## src/hdl/symbol_table_byte_decompressor_core_macros.svh

```systemverilog
// Assertion helpers used by the core's expand module.
// Both expect clk and rst_n in scope of the module that uses them.
`ifndef SYMBOL_TABLE_BYTE_DECOMPRESSOR_CORE_MACROS_SVH
`define SYMBOL_TABLE_BYTE_DECOMPRESSOR_CORE_MACROS_SVH

// Same-cycle implication.
`define STBD_ASSERT_IMP(label, ante, cons, msg) \
    label: assert property (@(posedge clk) disable iff (!rst_n) (ante) |-> (cons)) \
        else $error(msg);

// Next-cycle implication.
`define STBD_ASSERT_NXT(label, ante, cons, msg) \
    label: assert property (@(posedge clk) disable iff (!rst_n) (ante) |=> (cons)) \
        else $error(msg);

`endif

```

## src/hdl/stbd_pkg.sv

```systemverilog
`timescale 1ns / 1ps

package stbd_pkg;

    localparam int OUT_BYTES = 8;
    localparam int COUNT_W   = 21;
    localparam int CFG_IDX_W = 8;

    localparam logic       KIND_LOAD = 1'b0;
    localparam logic       KIND_DATA = 1'b1;
    localparam logic [7:0] ESCAPE_CODE = 8'hFF;

    localparam logic [1:0] STATUS_OK        = 2'd0;
    localparam logic [1:0] STATUS_TRUNCATED = 2'd1;
    localparam logic [1:0] STATUS_OVERFLOW  = 2'd2;

    localparam logic [CFG_IDX_W-1:0] REG_ACTIVE_SYMBOLS = 8'd0;
    localparam logic [CFG_IDX_W-1:0] REG_OUT_CAPACITY   = 8'd1;

    localparam logic [COUNT_W-1:0] OUT_CAPACITY_RESET = 21'd65536;

    typedef struct packed {
        logic        kind;
        logic [7:0]  entry_code;
        logic [3:0]  entry_len;
        logic [63:0] entry_bytes;
        logic [7:0]  data_byte;
        logic        last_byte;
    } in_item_t;

    typedef struct packed {
        logic [63:0]        out_bytes;
        logic [3:0]         out_count;
        logic [1:0]         status;
        logic               block_end;
        logic [COUNT_W-1:0] block_total;
    } out_item_t;

    typedef struct packed {
        logic [CFG_IDX_W-1:0] reg_index;
        logic [COUNT_W-1:0]   wr_data;
    } cfg_item_t;

    // Table lookup result, valid in the cycle after the read is issued.
    typedef struct packed {
        logic        present;
        logic [3:0]  len;
        logic [63:0] bytes;
    } lookup_t;

endpackage

```

## src/hdl/stbd_stream_if.sv

```systemverilog
`timescale 1ns / 1ps

interface stbd_stream_if #(
    parameter type T = logic
) ();
    logic valid;
    logic ready;
    T     payload;

    modport source (output valid, output payload, input ready);
    modport sink (input valid, input payload, output ready);
endinterface

```

## src/hdl/stbd_expand.sv

```systemverilog
`timescale 1ns / 1ps
`include "symbol_table_byte_decompressor_core_macros.svh"

module stbd_expand
    import stbd_pkg::*;
(
    input  logic                clk,
    input  logic                rst_n,
    input  logic                take_en,
    input  logic [7:0]          take_code,
    input  logic                take_last,
    output logic                can_take,
    input  lookup_t             lookup,
    input  logic [7:0]          active_symbols,
    input  logic [COUNT_W-1:0]  out_capacity,
    stbd_stream_if.source       res
);

    logic               s1_valid_reg;
    logic               s1_valid_next;
    logic [7:0]         s1_code_reg;
    logic               s1_last_reg;
    logic               esc_reg;
    logic               esc_next;
    logic [COUNT_W-1:0] produced_reg;
    logic [COUNT_W-1:0] produced_next;
    logic               err_reg;
    logic               err_next;
    logic               out_valid_reg;
    out_item_t          out_reg;
    out_item_t          out_next;
    logic               out_load;
    logic               s1_adv;
    logic               mapped;
    logic [3:0]         n;
    logic [63:0]        bytes;
    logic [1:0]         status;
    logic [COUNT_W:0]   sum;

    assign out_load = !out_valid_reg || res.ready;
    assign s1_adv   = s1_valid_reg && out_load;
    assign can_take = !s1_valid_reg || out_load;

    assign mapped = lookup.present && (s1_code_reg < active_symbols) && (lookup.len != 4'd0);

    always_comb
    begin
        n        = 4'd0;
        bytes    = '0;
        status   = STATUS_OK;
        esc_next = esc_reg;
        err_next = err_reg;
        if (err_reg)
        begin
            esc_next = 1'b0;
        end
        else if (esc_reg)
        begin
            esc_next = 1'b0;
            n        = 4'd1;
            bytes    = 64'(s1_code_reg);
        end
        else if (s1_code_reg == ESCAPE_CODE)
        begin
            if (s1_last_reg)
            begin
                status = STATUS_TRUNCATED;
            end
            else
            begin
                esc_next = 1'b1;
            end
        end
        else if (mapped)
        begin
            n = lookup.len;
            for (int i = 0; i < OUT_BYTES; i++)
            begin
                if (4'(i) < lookup.len)
                begin
                    bytes[8*i +: 8] = lookup.bytes[8*i +: 8];
                end
            end
        end
        else
        begin
            n     = 4'd1;
            bytes = 64'(s1_code_reg);
        end

        sum           = {1'b0, produced_reg} + (COUNT_W + 1)'(n);
        produced_next = produced_reg;
        if (n != 4'd0)
        begin
            if (sum > {1'b0, out_capacity})
            begin
                status   = STATUS_OVERFLOW;
                err_next = 1'b1;
                n        = 4'd0;
                bytes    = '0;
            end
            else
            begin
                produced_next = sum[COUNT_W-1:0];
            end
        end
        if (status == STATUS_TRUNCATED)
        begin
            err_next = 1'b1;
        end

        out_next.out_bytes   = bytes;
        out_next.out_count   = n;
        out_next.status      = status;
        out_next.block_end   = s1_last_reg;
        out_next.block_total = produced_next;

        // Drop per-block state once the last byte is through.
        if (s1_last_reg)
        begin
            esc_next      = 1'b0;
            produced_next = '0;
            err_next      = 1'b0;
        end
    end

    always_comb
    begin
        s1_valid_next = s1_valid_reg;
        if (take_en)
        begin
            s1_valid_next = 1'b1;
        end
        else if (out_load)
        begin
            s1_valid_next = 1'b0;
        end
    end

    always_ff @(posedge clk or negedge rst_n)
    begin
        if (!rst_n)
        begin
            s1_valid_reg  <= 1'b0;
            esc_reg       <= 1'b0;
            produced_reg  <= '0;
            err_reg       <= 1'b0;
            out_valid_reg <= 1'b0;
        end
        else
        begin
            s1_valid_reg <= s1_valid_next;
            if (s1_adv)
            begin
                esc_reg      <= esc_next;
                produced_reg <= produced_next;
                err_reg      <= err_next;
            end
            if (out_load)
            begin
                out_valid_reg <= s1_valid_reg;
            end
        end
    end

    always_ff @(posedge clk)
    begin
        if (take_en)
        begin
            s1_code_reg <= take_code;
            s1_last_reg <= take_last;
        end
        if (s1_adv)
        begin
            out_reg <= out_next;
        end
    end

    assign res.valid   = out_valid_reg;
    assign res.payload = out_reg;

    `STBD_ASSERT_NXT(a_err_suppresses, s1_adv && err_reg, out_reg.out_count == 4'd0 && out_reg.status == STATUS_OK, "output not suppressed after error")
    `STBD_ASSERT_NXT(a_literal_one_byte, s1_adv && esc_reg && !err_reg, out_reg.out_count == 4'd1 || out_reg.status == STATUS_OVERFLOW, "escaped literal not one byte")
    `STBD_ASSERT_NXT(a_block_end_clears, s1_adv && s1_last_reg, produced_reg == '0 && !esc_reg && !err_reg, "block state not cleared at block end")
    `STBD_ASSERT_IMP(a_take_when_free, take_en, can_take, "stage taken while occupied")

endmodule

```

## src/flat_wrapper.sv

```systemverilog
// flat-port wrapper written by rule: the top's interface ports become plain ports
module stbd_expand_flat import stbd_pkg::*;
  (clk, rst_n, take_en, take_code, take_last, can_take, lookup, active_symbols, out_capacity, res_valid, res_payload, res_ready);
  stbd_stream_if res_i ();
  input  logic clk;
  input  logic rst_n;
  input  logic take_en;
  input  logic [7:0] take_code;
  input  logic take_last;
  output logic can_take;
  input  lookup_t lookup;
  input  logic [7:0] active_symbols;
  input  logic [COUNT_W-1:0] out_capacity;
  output wire logic [$bits(res_i.valid)-1:0] res_valid;
  output wire logic [$bits(res_i.payload)-1:0] res_payload;
  input wire logic [$bits(res_i.ready)-1:0] res_ready;
  assign res_valid = res_i.valid;
  assign res_payload = res_i.payload;
  assign res_i.ready = res_ready;
  stbd_expand u_core (.clk(clk), .rst_n(rst_n), .take_en(take_en), .take_code(take_code), .take_last(take_last), .can_take(can_take), .lookup(lookup), .active_symbols(active_symbols), .out_capacity(out_capacity), .res(res_i));
endmodule
```

## config.mk

```make
export PLATFORM = sky130hd
export DESIGN_NAME = stbd_expand_flat
export DESIGN_NICKNAME = d
export VERILOG_FILES = /design/src/hdl/stbd_pkg.sv /design/src/hdl/stbd_stream_if.sv /design/src/hdl/stbd_expand.sv /design/src/flat_wrapper.sv
export VERILOG_INCLUDE_DIRS = /design/src /design/src/hdl
export SDC_FILE = /design/constraint.sdc
export NUM_CORES = 1
export LEC_CHECK = 0
export BUFFER_PORTS_ARGS = -buffer_cell sky130_fd_sc_hd__buf_2
export CAP_MARGIN = 20
export CORE_AREA = 2 2 78 80
export CTS_CLUSTER_SIZE = 10
export DETAILED_ROUTE_END_ITERATION = 10
export DIE_AREA = 0 0 80 82
export PLACE_DENSITY = 0.78
export SYNTH_ARGS = -nofsm -noshare
export SYNTH_HDL_FRONTEND = slang
export SYNTH_SLANG_ARGS = --single-unit
```

## constraint.sdc

```tcl
create_clock -name clk -period 6.74 [get_ports clk]
set_clock_uncertainty 0.1 [all_clocks]
set_input_delay 1.685 -clock clk [delete_from_list [all_inputs] [get_ports clk]]
set_output_delay 1.685 -clock clk [all_outputs]
set_load 0.005 [all_outputs]
```

# Word-level counts from Yosys, hierarchy flattened
# Index checks and enable logic that the tools add are counted.
# op_classes
n_addsub	1
mul	0
div_mod_pow	0
magnitude_cmp	2
eq_ne	2
n_shift	0
mux	23
bitwise_logic	0
reduce_logical	13
# op_table
op	count
21-bit two-way mux	3
21-bit by 4-bit adder with 22-bit output	1
22-bit by 21-bit greater-than comparator with 1-bit output	1
4-bit two-way mux	4
1-bit two-way mux	11
2-bit two-way mux	5
8-bit equality test (second input constant)	1
8-bit < comparator	1
4-bit nonzero test	2
3-bit nonzero test	2
1-bit logical AND	3
3-bit AND reduction	1
2-bit by 1-bit equality test with 1-bit output (second input constant)	1
1-bit logical NOT	2
1-bit logical OR	2
2-bit nonzero test	1
# totals
register_bits	35
latch_bits	0
mem_bits_rw	0
romBits	0
in_bits	111
out_inout_bits	3
elab_cells	49
n_memories	0

# Logic depth before layout (Yosys ltp)
# Gate-level depths: netlist of run 1.
# logic_depth
ltp_word	14
mapped_depth	26
mapped_depth_nobuf	24

# Least setup slack after synthesis of run 1
# OpenSTA, ideal clock, no wires.
# synth_timing
path_kind	input-to-reg
start	in active_symbols[1]
end	reg u_core.produced_reg[11]
setup_time_ps	122
arrival_ps	6261
t_required_ps	6518
path_slack_ps	257
stages	23
path_buffers	2
cell_sequence	inv_1 -> ha_1 -> a21o_1 -> a21o_1 -> a21oi_1 -> o21ai_0 -> nor4_1 -> and2_1 -> fa_1 -> a21o_1 -> a21oi_2 -> or3_1 -> buf_2 -> or4_4 -> xnor2_2 -> ha_1 -> and3_1 -> o21ai_0 -> nand3_1 -> o21ba_2 -> o41ai_4 -> buf_4 -> o2bb2ai_1
# synth_via
elab_chain_len	12
word_cells_on_any_way	13
classes_between	1 x add/sub; 2 x order compare; 7 x mux; 3 x reduce/logical
# synth_rtl
element	line_no	source
start, declared	flat_wrapper.sv:12	input logic [7:0] active_symbols;
8-bit < comparator *	stbd_expand.sv:44	assign mapped = lookup.present && (s1_code_reg < active_symbols) && (lookup.len != 4'd0);
1-bit logical AND * (2 in series)	stbd_expand.sv:44	
4-bit two-way mux *	stbd_expand.sv:74	else if (mapped)
4-bit two-way mux *	stbd_expand.sv:63	else if (s1_code_reg == ESCAPE_CODE)
4-bit two-way mux *	stbd_expand.sv:57	else if (esc_reg)
4-bit two-way mux *	stbd_expand.sv:53	if (err_reg)
21-bit by 4-bit adder with 22-bit output	stbd_expand.sv:91	sum = {1'b0, produced_reg} + (COUNT_W + 1)'(n);
22-bit by 21-bit greater-than comparator with 1-bit output	stbd_expand.sv:95	if (sum > {1'b0, out_capacity})
21-bit two-way mux	stbd_expand.sv:95	
21-bit two-way mux *	stbd_expand.sv:93	if (n != 4'd0)
21-bit two-way mux *	stbd_expand.sv:119	if (s1_last_reg)
end signal, assigned	stbd_expand.sv:156	produced_reg <= produced_next;
end, declared	stbd_expand.sv:25	logic [COUNT_W-1:0] produced_reg;
# Every way passes the cells marked *; elsewhere a longest branch is shown, timed or not.
# A chain may end at the register's enable or synchronous reset.

# Final worst setup path of run 1
# layout_timing
start	in active_symbols[1]
end	reg u_core.produced_reg[13]
# Same word-level chain as after synthesis.

==> results of run 1 <==
-- synth_stat cells, types with 8 or more instances --
cell       number  share of area
nor2_1         12          0.017
xnor2_1        13          0.043
ha_1           32           0.15
inv_1          53          0.075
nor3_1          8          0.015
nand3_1         8          0.015
nand2_1        22          0.031
edfxtp_1       10           0.11
dfrtp_1        25           0.24
a21oi_1        10          0.019
nand2b_1       10          0.024
o2bb2ai_1      15          0.050
-- per-layer routing --
layer  up-vias  GRT usage  part of all wire
met5         -          0                 0
met4         0     0.0559             0.018
met3         9     0.0308             0.043
met1       988      0.230              0.45
li1       1124          -                 -
met2        43      0.321              0.48
-- final timing paths --
path | from | endpoint | slack, ns | cells past startpoint
setup / recovery | active_symbols[1] | u_core.produced_reg[13] | 0.38 | 25
hold / removal | u_core.s1_valid_reg | u_core.res.valid | 0.40 | 1
setup reg to reg | u_core.s1_code_reg[1] | u_core.produced_reg[13] | 1.47 | 23
hold reg to reg | u_core.s1_valid_reg | u_core.res.valid | 0.40 | 1
max in group asynchronous | rst_n | u_core.esc_reg | 4.87 | 1
min in group asynchronous | rst_n | u_core.produced_reg[17] | 1.29 | 1
-- report_power, final --
part	internal, mW	switching [mW]
Sequential	0.236	0.0160
Clock	0.0719	0.0815
Combinational	0.0664	0.0755
-- cell families (layout without fill, tap and decap cells) --
logic type,Yosys count,after routing,synth area share
AO/OA/AOI/OAI,61,61,0.178
XOR/XNOR,16,16,0.0560
adder cells (fa/ha/maj),33,33,0.159
buffers and inverters,57,117,0.0845
flip-flops,35,35,0.351
AND/OR/NAND/NOR,85,85,0.171
-- worst register-to-register path: cells and delay by family, from the launching register on --
kind,cells,cell delay (ns)
flops,1,0.40
simple gates,8,1.80
xor+xnor,1,0.14
fa+ha+maj,3,0.82
buf+inv,2,0.38
compound gates,9,1.51
-- layout make-up --
type,count,area share
Clock buffer,5,0.0220
Clock inverter,3,0.00640
Inverter,53,0.0636
Multi-Input combinational cell,195,0.479
Sequential cell,35,0.296
Tap cell,75,0.0300
Timing Repair Buffer,56,0.103
==> results_dict.tcl, run 1 <==
set metrics [dict create \
    final-hold-violation-count 0 \
    core_sq_um 5750 \
    worstMarginPinSlew_ns 0.767 \
    setup_ws_ns 0.378 \
    fin_crit_ns 6.36 \
    cts_setup_buffers 0 \
    dr.pass1.iters 5 \
    synthArstFlopShare 0.714 \
    yosysWarnings 0 \
    critical_path.slowest_cell "or3_1" \
    synth-main-ff-cell "dfrtp_1" \
    vias_per_cell 5.13 \
    largest_reg_flops 21 \
    synth-edff-count 10 \
    ys_ff_latch 35 \
    area_growth_pct 18.7 \
    worst-setup-path-type "in2reg" \
    place_area_sq_um 3030 \
    place_ws_ns -0.0389 \
    grt_use_total 0.183 \
    syn_inst 287 \
    num_vias 2164 \
    wl_per_cell_um 12.7 \
    drt_iter0_markers 80 \
    grt_max_degree 26 \
    drive_gt1_frac 0.216 \
    seq_area_sq_um 926 \
    slew_viol_final 0 \
    ctsResizeCount 0 \
    mostFrequentLayoutCell "inv_1" \
    placed_cells 414 \
    clock-sinks 35 \
    htree_num_levels 2 \
    cp_max_fo 19 \
    clk_path_buf_depth 2 \
    yosysUniqueCellTypes 50 \
    multi_input_area_sq_um 1500 \
    drt.antenna.violating_nets 0 \
    stdcell_count 422 \
    cp_common_cell "a21o_1" \
    antenna_cells 0 \
    dp_hpwl_mm 4.25 \
    die_h_um 82 \
    fin_setup_tns_ns 0 \
    insertion_delay_ns 0.29 \
    cts_hold_buffers 0 \
    post-route-period-util 0.944 \
    clock.fmax_mhz 157 \
    nNetsFinal 490 \
    port_buffers 49 \
    grt-ovfl-total 0 \
    syn_area_sq_um 2640 \
    routed_wirelength_mm 5.35 \
    cp_top_family "simple AND/OR/NAND/NOR gates" \
    cts_buffers 5 \
    drcViolationCount 0 \
    ioPinCount 114 \
    whs_ns 0.400 \
    required_ns 6.80 \
    cap_violations 0 \
    fin_util 0.545 \
    worst_path_largest_cell_delay_ns 0.39 \
    end_kind "register" \
    grt_pass1_wl_mm 9.37 \
    start_util 0.459 \
    worstPathArrival_ns 6.42 \
    avgSynthCellArea_sq_um 9.19 \
    gp_congestion 0.817 \
    cts_tree "yes" \
    layout_common_cells "inv_1, buf_2, ha_1" \
    grt_pass1_vias 2145 \
    dieArea_sq_um 6560 \
    powerDensity_nw_per_um2 175 \
    clk_pin_slew_ns 0.07 \
    fin_area_sq_um 3130 \
    p_leak_nw 1.50 \
    die_x_um 80 \
    synth_fp_nets 431 \
    critPathBufInv 4 \
    ir_drop_mv 0.139 \
    clock-root-buffer "clkbuf_8" \
    slew_headroom 0.484 \
    power_uw 547 \
    ys_seq_area_frac 0.351 \
    hp-class "reg2reg" \
    rsz0062_at_grt "no" \
    antenna_found_initial 0 \
    fillers 519 \
    outcome "finished, final reports clean" \
    std_cell_rows 28 \
    setup_viol 0 \
    start_kind "input pin" \
]
Power figures use the tool's default switching activity.
==> run 2: changes to the inputs <==
Settings changed: GPL_TIMING_DRIVEN from default to 0, SETUP_SLACK_MARGIN from default to 0.5.
==> run 2 against run 1 <==
Net effect:
- setup slack improved by 0.33 ns
- clock-buffer cell count up 1
- global-route usage up 0.27 points
- flip-flop and latch count did not move
- sequential power about the same
- critical path type unchanged
- largest cell class unchanged
==> results_dict.tcl, run 2 (synthesis results as in run 1) <==
set metrics [dict create \
    rrSetupSlack_ns 1.81 \
    std_cell_rows 28 \
    fin_util 0.573 \
    p_comb_frac 0.284 \
    stdcell_count 427 \
    rr_worst_depth 22 \
    post-route-period-util 0.895 \
    rsz0062_at_grt "no" \
    wl_per_cell_um 13.3 \
    critical_path.endpoint "u_core.produced_reg[13]" \
    gp_congestion 0.857 \
    port_buffers 49 \
    busiest_layer "met2" \
    insertion_delay_ns 0.29 \
    clk_pin_slew_ns 0.08 \
    routed_wirelength_mm 5.68 \
    end_kind "register" \
    pwr-share-seq 0.450 \
    ir_drop_mv 0.113 \
    worstMarginPinSlew_ns 0.843 \
    p_switching_uw 181 \
    ioPinCount 114 \
    grt_use_met2 0.320 \
    p_leak_nw 1.56 \
    htree_num_levels 2 \
    clkPwrFrac 0.266 \
    r2r-end "u_core.produced_reg[13]" \
    slew_headroom 0.433 \
    hold_start "u_core.s1_valid_reg" \
    cap_violations 0 \
    start_kind "input pin" \
    nNetsFinal 495 \
    grt_pass1_wl_mm 9.51 \
    dr.pass1.iters 4 \
    fin_crit_ns 6.03 \
    worstPathArrival_ns 6.09 \
    worst-setup-path-type "in2reg" \
    powerDensity_nw_per_um2 172 \
    placed_cells 411 \
    core_sq_um 5750 \
    cts_tree "yes" \
    clock.fmax_mhz 166 \
    switching_share 0.320 \
    gr-usage-met3 0.0374 \
    area_growth_pct 24.8 \
    mostFrequentLayoutCell "inv_1" \
    cp_max_fo 6 \
    power_uw 565 \
    clock-sinks 35 \
    outcome "finished, final reports clean" \
    antenna_cells 0 \
    cts_buffers 5 \
    die_h_um 82 \
    antenna_found_initial 0 \
    clock-root-buffer "clkbuf_8" \
    startpoint "active_symbols[1]" \
    drt.antenna.violating_nets 0 \
    layout_common_cells "inv_1, buf_2, ha_1" \
    vias_per_cell 5.26 \
    largest_reg_flops 21 \
    slew_viol_final 0 \
    die_x_um 80 \
    dp_hpwl_mm 4.42 \
    grt_max_degree 26 \
    fin_setup_tns_ns 0 \
    setup_viol 0 \
    dieArea_sq_um 6560 \
    grt-ovfl-total 0 \
    drcViolationCount 0 \
    drive_gt1_frac 0.290 \
    worstReg2RegStart "u_core.s1_code_reg[1]" \
    required_ns 6.81 \
    clk_path_buf_depth 2 \
    cts_hold_buffers 0 \
    final-hold-violation-count 0 \
    gr-usage-met1 0.242 \
    p_int_uw 384 \
    start_util 0.459 \
    hp-class "reg2reg" \
    num_vias 2245 \
    drt_iter0_markers 92 \
    grt_use_total 0.185 \
    grt_pass1_vias 2130 \
]
## run 2: cell count changes in the layout (fill, tap and decap cells not counted), moves of 3 or more
| cell | delta |
|---|---|
| buf_4 | +5 |
| nor3_1 | -4 |
| nor3_2 | +4 |
| ha_1 | -3 |
## run 2: repair_timing
action,in CTS,in global routing
setup buffers,8,0
endpoints found under the setup margin,23,23
resized for setup,18,18
pin swaps,13,7
## run 2: power groups by stage
stage	combinational [mW]	clock, mW	sequential, mW
global route	0.181	0.162	0.256
detailed placement	0.143	0	0.256
floorplan	0.0980	0	0.252
finish	0.161	0.150	0.254
CTS	0.152	0.152	0.252
global placement	0.136	0	0.255
## run 2: worst min path at each step
stage,slack [ns],depth (start not counted),endpoint
floorplan,0.36,1,u_core.res.valid
global placement,0.37,1,u_core.res.valid
detailed placement,0.40,1,u_core.res.valid
CTS,0.41,1,u_core.res.valid
global route,0.43,1,u_core.res.valid
finish,0.41,1,u_core.res.valid
## run 2: cell type report
| cell class | instances | area, sq um |
|---|---|---|
| timing repair buffer | 57 | 305 |
| inverter | 53 | 199 |
| tap | 75 | 93.8 |
| clock buffer | 6 | 72.6 |
| clock inverter | 2 | 12.5 |
| multi-input combinational | 195 | 1640 |
| sequential | 35 | 926 |
| buffer | 4 | 37.5 |
| fill | 532 | 2460 |
## run 2: critical path, stage by stage
cell and delay, ns:
buf_2 0.08, inv_1 0.03, ha_1 0.28, a21o_1 0.16
a21o_1 0.18, a21oi_2 0.14, o21ai_2 0.10, nor4_4 0.17
and2_4 0.21, fa_2 0.20, a21o_1 0.15, a21oi_4 0.07
or3_1 0.32, buf_6 0.14, or4_4 0.43, xnor2_2 0.15
ha_1 0.30, buf_4 0.15, a21oi_2 0.14, nand3_2 0.10
o21ba_4 0.25, o41ai_4 0.33, buf_4 0.21, o221ai_1 0.11
## run 2: metrics by stage
step / hold WS (ns) / setup slack [ns] / area, sq um
5_1_grt: 0.434 / 0.499 / 3290
3_3_place_gp: 0.372 / -0.233 / 2990
4_1_cts: 0.411 / 0.505 / 3200
6_report: 0.409 / 0.710 / 3290
2_1_floorplan: 0.357 / 0.503 / 2650
3_5_place_dp: 0.404 / -0.321 / 2990
## run 2: layer usage
layer,wire (um),vias to the layer above
met5,0,-
met2,2780,41
met4,65,0
met1,2610,1068
met3,227,6
li1,-,1130
